==> src/hdl/spfp_pkg.sv <==
// shared constants and the crc-8 fold for the sample pair frame packer
package spfp_pkg;

    localparam logic [7:0] SYNC_BYTE      = 8'hFA;
    localparam logic [7:0] CRC_POLY       = 8'h07;
    localparam int         BYTES_PER_PAIR = 6;
    localparam int         BYTE_CNT_W     = 3;
    localparam int         CODE_W         = 24;

    typedef logic [7:0] byte_t;

    // one byte through crc-8 (poly 0x07, msb first)
    function automatic byte_t crc_fold(input byte_t crc, input byte_t data);
        byte_t c;
        c = crc ^ data;
        for (int b = 0; b < 8; b++) begin
            if (c[7]) begin
                c = {c[6:0], 1'b0} ^ CRC_POLY;
            end else begin
                c = {c[6:0], 1'b0};
            end
        end
        return c;
    endfunction

endpackage

==> src/hdl/spfp_ram.sv <==
// generic single-port-write, single-port-read ram with registered read data
module spfp_ram #(
    parameter int WIDTH = 8,
    parameter int DEPTH = 30
) (
    input  logic                                 aclk,
    input  logic                                 wr_en,
    input  logic [((DEPTH > 1) ? $clog2(DEPTH) : 1)-1:0] wr_addr,
    input  logic [WIDTH-1:0]                     wr_data,
    input  logic                                 rd_en,
    input  logic [((DEPTH > 1) ? $clog2(DEPTH) : 1)-1:0] rd_addr,
    output logic [WIDTH-1:0]                     rd_data
);

    logic [WIDTH-1:0] mem [DEPTH];
    logic [WIDTH-1:0] rd_data_reg;

    always_ff @(posedge aclk) begin
        if (wr_en) begin
            mem[wr_addr] <= wr_data;
        end
        // read data holds while no read is issued
        if (rd_en) begin
            rd_data_reg <= mem[rd_addr];
        end
    end

    assign rd_data = rd_data_reg;

endmodule

==> src/hdl/sample_pair_frame_packer_crc8.sv <==
// sample pair frame packer: payload ram, crc-8/smbus and byte-serial frame output
//
//  channel | ports                                   | direction | role
//  s_      | first/second_channel_code, sink_ready   | in        | one sample pair
//  m_      | frame_byte/last/dropped, dropped_total  | out       | frame bytes or drop
//
// a pair is taken in idle, then its six bytes are written through the single
// write port of the payload ram, crc folded one byte per cycle alongside.
// a completed frame then streams 3 + 6*SAMPLES_PER_FRAME bytes, one per cycle while
// m_ready is high, the ram read issued one byte ahead; a dropped frame gives one result.
// reset is synchronous and clears control state; the payload ram is not cleared.
// m_ready low holds a waiting result and the emission; s_ready is high only when idle.
module sample_pair_frame_packer_crc8 #(
    parameter int SAMPLES_PER_FRAME = 5
) (
    input  logic        aclk,
    input  logic        aresetn,
    input  logic        s_valid,
    output logic        s_ready,
    input  logic [23:0] s_first_channel_code,
    input  logic [23:0] s_second_channel_code,
    input  logic        s_sink_ready,
    output logic        m_valid,
    input  logic        m_ready,
    output logic [7:0]  m_frame_byte,
    output logic        m_frame_last,
    output logic        m_frame_dropped,
    output logic [31:0] m_dropped_total
);

    localparam int PAYLOAD_BYTES = spfp_pkg::BYTES_PER_PAIR * SAMPLES_PER_FRAME;
    localparam int ADDR_W        = (PAYLOAD_BYTES > 1) ? $clog2(PAYLOAD_BYTES) : 1;
    localparam int PAIR_W        = (SAMPLES_PER_FRAME > 1) ? $clog2(SAMPLES_PER_FRAME) : 1;
    localparam int FRAME_BYTES   = PAYLOAD_BYTES + 3;
    localparam int IDX_W         = $clog2(FRAME_BYTES);
    localparam int CNT_W         = spfp_pkg::BYTE_CNT_W;

    localparam logic [1:0] S_IDLE  = 2'd0;
    localparam logic [1:0] S_WRITE = 2'd1;
    localparam logic [1:0] S_EMIT  = 2'd2;
    localparam logic [1:0] S_DROP  = 2'd3;

    localparam logic [CNT_W-1:0]  CNT_LAST  = CNT_W'(spfp_pkg::BYTES_PER_PAIR - 1);
    localparam logic [PAIR_W-1:0] PAIR_LAST = PAIR_W'(SAMPLES_PER_FRAME - 1);
    localparam logic [IDX_W-1:0]  IDX_SEQ   = IDX_W'(1);
    localparam logic [IDX_W-1:0]  IDX_PL_HI = IDX_W'(PAYLOAD_BYTES);
    localparam logic [IDX_W-1:0]  IDX_CRC   = IDX_W'(FRAME_BYTES - 1);

    logic [1:0]                  state_reg;
    logic [47:0]                 pair_data_reg;
    logic                        sink_ready_reg;
    logic [CNT_W-1:0]            byte_cnt_reg;
    logic [ADDR_W-1:0]           wr_addr_reg;
    logic [PAIR_W-1:0]           pair_index_reg;
    logic [7:0]                  sequence_reg;
    spfp_pkg::byte_t             crc_reg;
    logic [31:0]                 dropped_reg;
    logic [IDX_W-1:0]            emit_idx_reg;

    logic                        m_valid_reg;
    logic [7:0]                  m_byte_reg;
    logic                        m_last_reg;
    logic                        m_dropped_reg;
    logic [31:0]                 m_total_reg;

    logic                        s_take;
    logic                        out_free;
    logic                        m_load;
    spfp_pkg::byte_t             wr_byte;
    logic                        ram_we;
    logic                        ram_re;
    logic [ADDR_W-1:0]           ram_raddr;
    spfp_pkg::byte_t             ram_rdata;
    spfp_pkg::byte_t             emit_byte;
    logic [31:0]                 dropped_sum;

    assign s_ready  = (state_reg == S_IDLE);
    assign s_take   = s_valid && s_ready;
    assign out_free = !m_valid_reg || m_ready;
    assign m_load   = out_free && ((state_reg == S_EMIT) || (state_reg == S_DROP));

    always_comb begin
        case (byte_cnt_reg)
            3'd0:    wr_byte = pair_data_reg[47:40];
            3'd1:    wr_byte = pair_data_reg[39:32];
            3'd2:    wr_byte = pair_data_reg[31:24];
            3'd3:    wr_byte = pair_data_reg[23:16];
            3'd4:    wr_byte = pair_data_reg[15:8];
            default: wr_byte = pair_data_reg[7:0];
        endcase
    end

    assign ram_we = (state_reg == S_WRITE);

    // read of payload byte k-1 goes out as byte k loads, ready for the next load
    assign ram_re    = (state_reg == S_EMIT) && out_free &&
                       (emit_idx_reg >= IDX_SEQ) && (emit_idx_reg <= IDX_PL_HI);
    assign ram_raddr = ADDR_W'(emit_idx_reg - IDX_SEQ);

    always_comb begin
        if (emit_idx_reg == '0) begin
            emit_byte = spfp_pkg::SYNC_BYTE;
        end else if (emit_idx_reg == IDX_SEQ) begin
            emit_byte = sequence_reg;
        end else if (emit_idx_reg == IDX_CRC) begin
            emit_byte = crc_reg;
        end else begin
            emit_byte = ram_rdata;
        end
    end

    assign dropped_sum = dropped_reg + 32'(SAMPLES_PER_FRAME);

    spfp_ram #(
        .WIDTH (8),
        .DEPTH (PAYLOAD_BYTES)
    ) u_payload_ram (
        .aclk    (aclk),
        .wr_en   (ram_we),
        .wr_addr (wr_addr_reg),
        .wr_data (wr_byte),
        .rd_en   (ram_re),
        .rd_addr (ram_raddr),
        .rd_data (ram_rdata)
    );

    always_ff @(posedge aclk) begin
        if (!aresetn) begin
            state_reg      <= S_IDLE;
            byte_cnt_reg   <= '0;
            wr_addr_reg    <= '0;
            pair_index_reg <= '0;
            sequence_reg   <= '0;
            crc_reg        <= '0;
            dropped_reg    <= '0;
            emit_idx_reg   <= '0;
            m_valid_reg    <= 1'b0;
        end else begin
            if (m_load) begin
                m_valid_reg <= 1'b1;
            end else if (m_ready) begin
                m_valid_reg <= 1'b0;
            end
            unique case (state_reg)
                S_IDLE: begin
                    if (s_take) begin
                        pair_data_reg  <= {s_first_channel_code, s_second_channel_code};
                        sink_ready_reg <= s_sink_ready;
                        byte_cnt_reg   <= '0;
                        if (pair_index_reg == '0) begin
                            crc_reg <= spfp_pkg::crc_fold(8'h00, sequence_reg);
                        end
                        state_reg <= S_WRITE;
                    end
                end
                S_WRITE: begin
                    crc_reg      <= spfp_pkg::crc_fold(crc_reg, wr_byte);
                    byte_cnt_reg <= byte_cnt_reg + 1'b1;
                    if (byte_cnt_reg == CNT_LAST) begin
                        if (pair_index_reg == PAIR_LAST) begin
                            pair_index_reg <= '0;
                            wr_addr_reg    <= '0;
                            emit_idx_reg   <= '0;
                            state_reg      <= sink_ready_reg ? S_EMIT : S_DROP;
                        end else begin
                            pair_index_reg <= pair_index_reg + 1'b1;
                            wr_addr_reg    <= wr_addr_reg + 1'b1;
                            state_reg      <= S_IDLE;
                        end
                    end else begin
                        wr_addr_reg <= wr_addr_reg + 1'b1;
                    end
                end
                S_EMIT: begin
                    if (out_free) begin
                        m_byte_reg    <= emit_byte;
                        m_last_reg    <= (emit_idx_reg == IDX_CRC);
                        m_dropped_reg <= 1'b0;
                        m_total_reg   <= dropped_reg;
                        emit_idx_reg  <= emit_idx_reg + 1'b1;
                        if (emit_idx_reg == IDX_CRC) begin
                            sequence_reg <= sequence_reg + 1'b1;
                            state_reg    <= S_IDLE;
                        end
                    end
                end
                S_DROP: begin
                    if (out_free) begin
                        m_byte_reg    <= 8'h00;
                        m_last_reg    <= 1'b0;
                        m_dropped_reg <= 1'b1;
                        m_total_reg   <= dropped_sum;
                        dropped_reg   <= dropped_sum;
                        sequence_reg  <= sequence_reg + 1'b1;
                        state_reg     <= S_IDLE;
                    end
                end
                default: begin
                    state_reg <= S_IDLE;
                end
            endcase
        end
    end

    assign m_valid         = m_valid_reg;
    assign m_frame_byte    = m_byte_reg;
    assign m_frame_last    = m_last_reg;
    assign m_frame_dropped = m_dropped_reg;
    assign m_dropped_total = m_total_reg;

`ifndef ASSERT_OFF
    // payload reads and writes never share a cycle
    a_no_rw_overlap: assert property (@(posedge aclk) disable iff (!aresetn)
        !(ram_we && ram_re))
        else $error("payload ram read and write in the same cycle");

    // a waiting result holds still until it is taken
    a_stall_hold: assert property (@(posedge aclk) disable iff (!aresetn)
        (m_valid && !m_ready) |=>
        (m_valid && $stable(m_frame_byte) && $stable(m_frame_last) &&
         $stable(m_frame_dropped) && $stable(m_dropped_total)))
        else $error("result changed while waiting");

    // a drop raises the count by one frame of samples
    a_drop_count: assert property (@(posedge aclk) disable iff (!aresetn)
        (state_reg == S_DROP && out_free) |=>
        (dropped_reg == $past(dropped_reg) + 32'(SAMPLES_PER_FRAME)))
        else $error("drop count not advanced by one frame");

    // sequence advances exactly when a frame closes
    a_seq_step: assert property (@(posedge aclk) disable iff (!aresetn)
        ((state_reg == S_DROP || (state_reg == S_EMIT && emit_idx_reg == IDX_CRC))
         && out_free) |=> (sequence_reg == $past(sequence_reg) + 8'd1))
        else $error("sequence number did not advance at frame end");

    // the last byte of a frame is never a drop result
    a_last_not_drop: assert property (@(posedge aclk) disable iff (!aresetn)
        m_valid |-> !(m_frame_last && m_frame_dropped))
        else $error("frame_last and frame_dropped both set");
`endif

endmodule
==> config.mk <==
export PLATFORM = sky130hd
export DESIGN_NAME = sample_pair_frame_packer_crc8
export DESIGN_NICKNAME = d
export VERILOG_FILES = /design/src/hdl/spfp_pkg.sv /design/src/hdl/spfp_ram.sv /design/src/hdl/sample_pair_frame_packer_crc8.sv
export SDC_FILE = /design/constraint.sdc
export NUM_CORES = 1
export LEC_CHECK = 0
export BUFFER_PORTS_ARGS = -buffer_cell sky130_fd_sc_hd__buf_2
export CAP_MARGIN = 30
export CORE_UTILIZATION = 61
export DETAILED_ROUTE_END_ITERATION = 16
export GPL_ROUTABILITY_DRIVEN = 0
export PLACE_DENSITY_LB_ADDON = 0.1
export SYNTH_ARGS = -nofsm -noshare
export SYNTH_HDL_FRONTEND = slang
export SYNTH_SLANG_ARGS = --single-unit
export TNS_END_PERCENT = 100
==> constraint.sdc <==
create_clock -name aclk -period 5.11 [get_ports aclk]
set_input_delay 0.511 -clock aclk [delete_from_list [all_inputs] [get_ports aclk]]
set_output_delay 0.511 -clock aclk [all_outputs]
set_load 0.05 [all_outputs]
== Word level (Yosys, flattened, before mapping) ==
Memory sizes are Yosys's and may differ from the RTL's. A register that Yosys moved wholly into a read port is not among the register bits.
Index checks and enable logic that the tools add are counted.
Storage, ports and cells
  register bits: 159
  bits in writable memories: 240
  input bits: 53
  output and inout port bits: 44
  memories kept: 1
Cells by class
  add/subtract/negate cells: 7
  $lt $le $gt $ge: 2
  eq/ne operators: 18
  mux-type cells: 101
  bitwise logic cells: 17
  reductions and logical operators: 25
Memories
  u_payload_ram.mem: words 30, bits a word 8, read ports 1, clocked after memory_dff 1, write ports 1, line spfp_ram.sv:15  | logic [WIDTH-1:0] mem [DEPTH];
Operators with widths (number)
  2-to-1 mux 8 bit: 52
  2-to-1 mux 32 bit: 2
  case mux 32 bit (2 select lines): 1
  2-to-1 mux 3 bit: 18
  inverter 3 bit: 16
  case mux 8 bit (2 select lines): 3
  case mux 8 bit (5 select lines): 1
  adder 32 x 3 -> 32 bit, second input constant: 1
  2-to-1 mux 6 bit: 3
  2-to-1 mux 2 bit: 6
  case mux 6 bit (2 select lines): 1
  AND reduction 4 bit: 3
  2-to-1 mux 5 bit: 2
  inequality test 2 x 1 -> 1 bit, second input constant: 5
  == test 3 bit, second input constant: 3
  adder 8 x 1 -> 8 bit, second input constant: 1
  2-to-1 mux 1 bit: 8
  case mux 2 bit (4 select lines): 1
  nonzero test 2 bit: 4
  XOR 8 bit: 1
  adder 3 x 1 -> 3 bit, second input constant: 2
  adder 6 x 1 -> 6 bit, second input constant: 1
  == test 3 x 2 -> 1 bit, second input constant: 2
  == test 6 x 1 -> 1 bit, second input constant: 1
  20 further kinds: 32

== Longest topological paths before layout ==
Gate-level depths: netlist (run 1).
  word-level depth: 47
  mapped depth: 11
  gate-level depth less buffers: 8

== Modules after synthesis ==
Synthesis (run 1) repeated with hierarchy kept, for this count alone.
Second synthesis, totals
  cells, all modules: 1199
  area, all modules: 17434.2 um^2
By module, submodules not included
  spfp_ram: instances 1, cells an instance 517, area an instance 9887.0 um^2, sequential area each 7447.1 um^2
  sample_pair_frame_packer_crc8: instances 1, cells an instance 682, area an instance 7547.2 um^2, sequential area each 4093.9 um^2

== Worst setup path before layout (run 1) ==
Ideal clock, no wire load.
  path kind: register -> register
  start point: register emit_idx_reg[0]
  end point: register u_payload_ram.rd_data_reg[0], in the netlist u_payload_ram.rd_data[0], read port of u_payload_ram.mem (data pin)
  library setup time: 0.260 ns
  arrival: 3.313 ns
  data required time: 4.850 ns
  slack: 1.537 ns
  stages on the path, launching flop included: 11
  buffers on the path: 5
  path through: dfxtp_1 clkbuf_1 buf_2 clkbuf_1 inv_1 ha_1 clkbuf_1 clkbuf_1 mux4_2 mux4_2 mux2_2
Between the ends
  word-level cells in the longest chain between the ends: 3
  elaborated cells between the ends (all ways): 5
  classes of those cells: 1 x add/sub; 2 x order compare; 2 x reduce/logical
RTL lines
  from (decl): line sample_pair_frame_packer_crc8.sv:58  | logic [IDX_W-1:0] emit_idx_reg;
  from (signal assigned): line sample_pair_frame_packer_crc8.sv:180  | emit_idx_reg <= emit_idx_reg + 1'b1;
  greater-or-equal comparator 6 x 1 -> 1 bit: line sample_pair_frame_packer_crc8.sv:97  | (emit_idx_reg >= IDX_SEQ) && (emit_idx_reg <= IDX_PL_HI);
  logical AND 1 bit: line sample_pair_frame_packer_crc8.sv:96  | assign ram_re = (state_reg == S_EMIT) && out_free &&
  logical AND 1 bit: line sample_pair_frame_packer_crc8.sv:97
  to (decl): line spfp_ram.sv:16  | logic [WIDTH-1:0] rd_data_reg;
Several ways; a longest one is shown, not always the timed one.
A chain may end at the register's enable or synchronous reset.

== Worst setup path in the final report (run 1) ==
  start point: register emit_idx_reg[0]
  end point: register u_payload_ram.rd_data_reg[1], in the netlist u_payload_ram.rd_data[1], read port of u_payload_ram.mem (data pin)
The elaborated chain is that of the path after synthesis.

==> results.tsv, run 1 <==
metric	value	unit
top_layer	met4	
cts_buffer_depth	3	
synthCells	1133	
dp_hpwl	23.4	mm
tightest_slew	1.04	ns
final_area	0.0197	mm2
synth-async-reset-ratio	0	%
setup_viol	0	
min_period	3.56	ns
grt_max_degree	54	
finalPower	6.92	mW
synth_edf_count	339	
grt_pass1_vias	9525	
synth_top_area_share	58.7	%
largest_reg_flops	240	
fin_ws	1.55	ns
antenna_left	0	
fp.dieH	171	um
reg2regPathDepth	6	
syn2layout_area_growth	13.4	%
r2r_end	u_payload_ram.rd_data[1]$_DFFE_PP_	
synth.avg_cell_area	15.3	um2
overflow	0	
wl_met2	17.6	mm
cp_cell_sequence	inv_1 > ha_2 > buf_12 > mux4_2 > mux4_2 > mux2_2	
wl_met3	2.34	mm
critPathLaunch	emit_idx_reg[0]$_SDFFE_PN0P_	
core	0.0279	mm2
drive_gt1_share	23.2	%
crit_path_start_kind	register	
path_clk_slew	0.06	ns
drc	0	
drtPass1Iterations	6	
cts_tree	yes	
diodes	0	
fmax	281	MHz
arrival	3.86	ns
whs	0.132	ns
drv_slew	0	
post_cts_buffers	0	
cpMostUsedCell	mux4_2	
routed_wl	36.1	mm
worstSetupPathType	reg2reg	
slowest_delay	0.84	ns
r2r-start	emit_idx_reg[0]$_SDFFE_PN0P_	
path_max_fanout	34	
dr.first_iter.drc_count	910	
status	completed	
netlist_top_cells_area	edfxtp_1, mux4_2, dfxtp_1	
cp_top_family	multiplexers	
ys.flop_type	edfxtp_1	
synth_common_cells	edfxtp_1, nand2_1, nor2_1	
rsz0062_at_grt	false	
tns	0	ns
finClkSkew	0.0213	ns
leakage	6.77	nW
fin_nets	1319	
cp_slowest_cell	ha_2	
fin_crit_sh	69.7	%
dp_slack	1.52	ns
critPathCapture	u_payload_ram.rd_data[1]$_DFFE_PP_	
viasPerCell	5.98	
ctsHoldBuffers	0	
final_util	70.6	%
cts_htree_levels	2	
hold_viol	0	
slew_headroom	30.2	%
io_pins	97	
cp-end-kind	register	
yosysMostFrequentCell	edfxtp_1	
peakVddDrop	0.000309	V
grt_pass1_wl	54.4	mm
netlist_area	0.0173	mm2
syn_nets	1208	
clock_sinks	407	
worst_ep_required_time	5.41	ns
avgRoutedWirePerCell	21.8	um
die_x	171	um
ys_seq_area_share	66.5	%
die_area	0.0291	mm2
wirelength_met1	15.4	mm
cts_buffers	41	
dpl_cell_area	0.0183	mm2
yosys.cell_types.count	69	
port_buffers	96	
synth.yosys.warnings	0	
clock_latency	0.56	ns
ff2ff_setup_slack	1.55	ns
path_depth	6	
maxCapViolations	0	
path_buf_inv	2	
hold_path.class	in2reg	
root_buffer	clkbuf_16	
cts_resized	0	
vias	9894	
synth_largest_area_cell	edfxtp_1	
synth_seq_cells	407	
antenna_found_initial	0	
start_util	62.3	%
fin_cells	1654	
row_count	61	
p_per_area	352	mW/mm2
placed_cells	1574	
gr-usage-all-layers	25.4	%
==> worst min-delay path by stage <==
stage	cells after the start	endpoint	slack (ns)	from
after CTS	1	pair_data_reg[13]$_DFFE_PP_	0.12	s_second_channel_code[13]
after floorplan	2	dropped_reg[19]$_SDFFE_PN0P_	0.47	dropped_reg[19]$_SDFFE_PN0P_
final	1	pair_data_reg[35]$_DFFE_PP_	0.13	s_first_channel_code[11]
after detailed placement	2	dropped_reg[19]$_SDFFE_PN0P_	0.49	dropped_reg[19]$_SDFFE_PN0P_
after global routing	1	pair_data_reg[35]$_DFFE_PP_	0.12	s_first_channel_code[11]
after global placement	2	dropped_reg[19]$_SDFFE_PN0P_	0.48	dropped_reg[19]$_SDFFE_PN0P_
==> worst register-to-register path: stages (launching register included) <==
cell and delay, ns:
dfxtp_4 0.80, inv_1 0.24, ha_2 0.84, buf_12 0.32, mux4_2 0.36, mux4_2 0.50
mux2_2 0.28
==> cells by family (layout without fill, tap and decap cells) <==
group / count (synthesis) / after routing / share of synthesized area, %
buffers and inverters: 74 / 217 / 1.77
flip-flops: 407 / 407 / 66.5
AO/OA/AOI/OAI: 121 / 121 / 4.80
XOR/XNOR: 95 / 95 / 5.28
multiplexers: 92 / 92 / 10.6
AND/OR/NAND/NOR: 322 / 322 / 9.38
adder cells (fa/ha/maj): 22 / 22 / 1.59
==> cell usage in the layout, fill, tap and decap left out, types with 5 or more instances in the layout <==
cell type	instances
or3_1	10
inv_1	16
mux2_2	17
ha_1	21
edfxtp_1	339
xnor2_1	54
xnor3_1	5
a211oi_1	6
nor3_1	14
buf_2	96
and2_1	43
a21boi_0	8
buf_6	6
nand3_1	32
nand3b_1	9
nand4_1	19
clkbuf_1	10
o21ai_0	31
and3_1	7
dfxtp_1	67
a21oi_1	19
buf_4	20
clkbuf_16	42
mux4_2	72
o211a_1	5
nand2_1	79
xor2_1	34
clkinv_1	10
nor2_1	75
clkinv_2	6
==> routing by layer <==
| layer | vias to the layer above | GRT usage, % |
|---|---|---|
| met1 | 4935 | 35.2 |
| met2 | 355 | 41.9 |
| met5 | - | 0 |
| met4 | 0 | 7.76 |
| met3 | 56 | 3.77 |
| li1 | 4548 | - |
==> power by group <==
group | internal (mW) | leakage [nW] | switching, mW
Clock | 1.62 | 0.614 | 1.23
Sequential | 3.68 | 3.67 | 0.0214
Combinational | 0.143 | 2.49 | 0.222
==> layout make-up <==
| cell class | instances | area [um2] |
|---|---|---|
| repair buffers | 126 | 793 |
| fillers | 1773 | 8190 |
| multi-input cells | 652 | 5520 |
| clock inverters | 23 | 184 |
| inverters | 16 | 60.1 |
| well taps | 378 | 473 |
| clock buffers | 52 | 1090 |
| flip-flops and latches | 407 | 11500 |
(Power assumes the default switching activity.)
==> inputs of run 2 (changes only) <==
clock period = 3.3 ns   (was 5.11 ns; I/O delays follow)
==> results.tsv, run 2 (same netlist as run 1, synthesis figures left out) <==
metric	value	unit	change
rsz0062_at_grt	false		
drive_gt1_share	22.1	%	-1.1 points
syn2layout_area_growth	16.0	%	
leakage	6.95	nW	+2.5%
dp_hpwl	22.7	mm	-3.1%
cts_buffer_depth	3		unchanged
post_cts_buffers	0		unchanged
final_cell_mix	edfxtp_1, buf_2, nand2_1		
drc	0		unchanged
dp_slack	0.511	ns	-1.01 ns
die_area	0.0291	mm2	unchanged
routed_wl	36.1	mm	-0.17%
overflow	0		unchanged
row_count	61		unchanged
cts_tree	yes		
worst_ep_required_time	3.77	ns	-1.64 ns
root_buffer	clkbuf_16		
drv_slew	0		unchanged
cts_buffers	41		unchanged
p_per_area	541	mW/mm2	+54%
io_pins	97		unchanged
arrival	3.31	ns	-0.55 ns
fin_cells	1698		+2.7%
vias	9951		+0.58%
hold_path.class	in2reg		
grt_pass1_vias	9713		+2.0%
worstSetupPathType	reg2reg		
antenna_left	0		unchanged
clock_sinks	407		unchanged
path_max_fanout	16		-53%
grt_pass1_wl	55.7	mm	+2.5%
holdPathStages	3		+2
path_clk_slew	0.06	ns	about the same
start_util	62.3	%	unchanged
cp-end-kind	register		
tightest_slew	0.883	ns	-0.160 ns
reg2regPathDepth	8		+2
fp.dieH	171	um	unchanged
die_x	171	um	unchanged
final_area	0.0201	mm2	+2.3%
slew_headroom	41.1	%	+11 points
setup_viol	0		unchanged
gr-usage-all-layers	25.7	%	+0.32 points
largest_reg_flops	240		unchanged
ff2ff_setup_slack	0.46	ns	-1.09 ns
hold_viol	0		unchanged
fillers	1774		+0.056%
status	completed		
avgRoutedWirePerCell	21.2	um	-2.8%
antenna_found_initial	1		+1
tns	0	ns	unchanged
dr.first_iter.drc_count	865		-4.9%
fmax	352	MHz	+26%
grt_max_degree	69		+28%
finClkSkew	0.0127	ns	-0.00858 ns
cts_htree_levels	2		unchanged
maxCapViolations	0		unchanged
port_buffers	96		unchanged
core	0.0279	mm2	unchanged
viasPerCell	5.86		-2.0%
dpl_cell_area	0.0183	mm2	about the same
placed_cells	1573		-0.064%
fin_nets	1362		+3.3%
crit_path_start_kind	register		
peakVddDrop	0.000467	V	+51%
min_period	2.84	ns	-0.724 ns
fin_ws	0.462	ns	-1.09 ns
clock_latency	0.54	ns	-0.02 ns
fin_crit_sh	86.0	%	+16 points
mostFrequentLayoutCell	edfxtp_1		
drtPass1Iterations	5		-1
[run 2: cell count changes in the layout (fill, tap and decap cells not counted), moves of 2 or more]
cell / change
buf_6: -6
clkinvlp_4: -2
dlygate4sd3_1: +49
clkbuf_1: -2
buf_16: -2
clkbuf_8: +3
[run 2: routing by layer]
layer	vias to the layer above	global-route usage (%)	routed length, um
li1	4639	-	-
met1	4891	36.5	15700
met2	354	41.3	17300
met3	67	4.14	2200
met4	0	7.76	877
met5	-	0	0
[run 2: worst paths after layout]
| check | from | endpoint |
|---|---|---|
| max | byte_cnt_reg[0]$_SDFFE_PN0P_ | crc_reg[3]$_SDFFE_PN0P_ |
| min | m_ready | m_valid$_SDFFE_PN0P_ |
| max reg2reg | byte_cnt_reg[0]$_SDFFE_PN0P_ | crc_reg[3]$_SDFFE_PN0P_ |
| min reg2reg | dropped_reg[1]$_SDFFE_PN0P_ | dropped_reg[1]$_SDFFE_PN0P_ |
[run 2: stage by stage]
step | hold WS [ns] | total power, mW | utilization, %
2_1_floorplan | 0.429 | 6.19 | -
3_3_place_gp | 0.484 | 6.39 | 65.7
3_5_place_dp | 0.491 | 6.41 | 65.7
4_1_cts | 0.197 | 11.0 | 72.2
5_1_grt | 0.230 | 11.2 | 72.2
6_report | 0.211 | 10.9 | 72.2
[run 2: power by group]
part	internal [mW]	switching, mW	leakage (nW)
registers	5.70	0.0385	3.66
logic	0.249	0.362	2.64
clock network	2.65	1.89	0.651
total	8.60	2.29	6.95
[run 2: area by class of cell]
| type | instances | area, um2 | share of cell area, % |
|---|---|---|---|
| diodes | 1 | 2.50 | 0.0124 |
| repair buffers | 169 | 1190 | 5.91 |
| inverters | 16 | 60.1 | 0.299 |
| well taps | 378 | 473 | 2.35 |
| flip-flops and latches | 407 | 11500 | 57.4 |
| clock inverters | 22 | 203 | 1.01 |
| multi-input cells | 652 | 5520 | 27.5 |
| clock buffers | 53 | 1120 | 5.58 |
[run 2: what timing repair did]
action	4_1_cts	5_1_grt
hold buffers	49	0
resized for setup	0	0
endpoints found under the hold margin	49	0
[run 2: worst max-delay path, cell delays in order (launching register included)]
cell and delay [ns]:
dfxtp_1 0.40, inv_1 0.08, ha_1 0.40, or2_0 0.43, nor3_1 0.33, o32a_1 0.31
a211oi_1 0.12, or4_1 0.54, a31oi_1 0.16
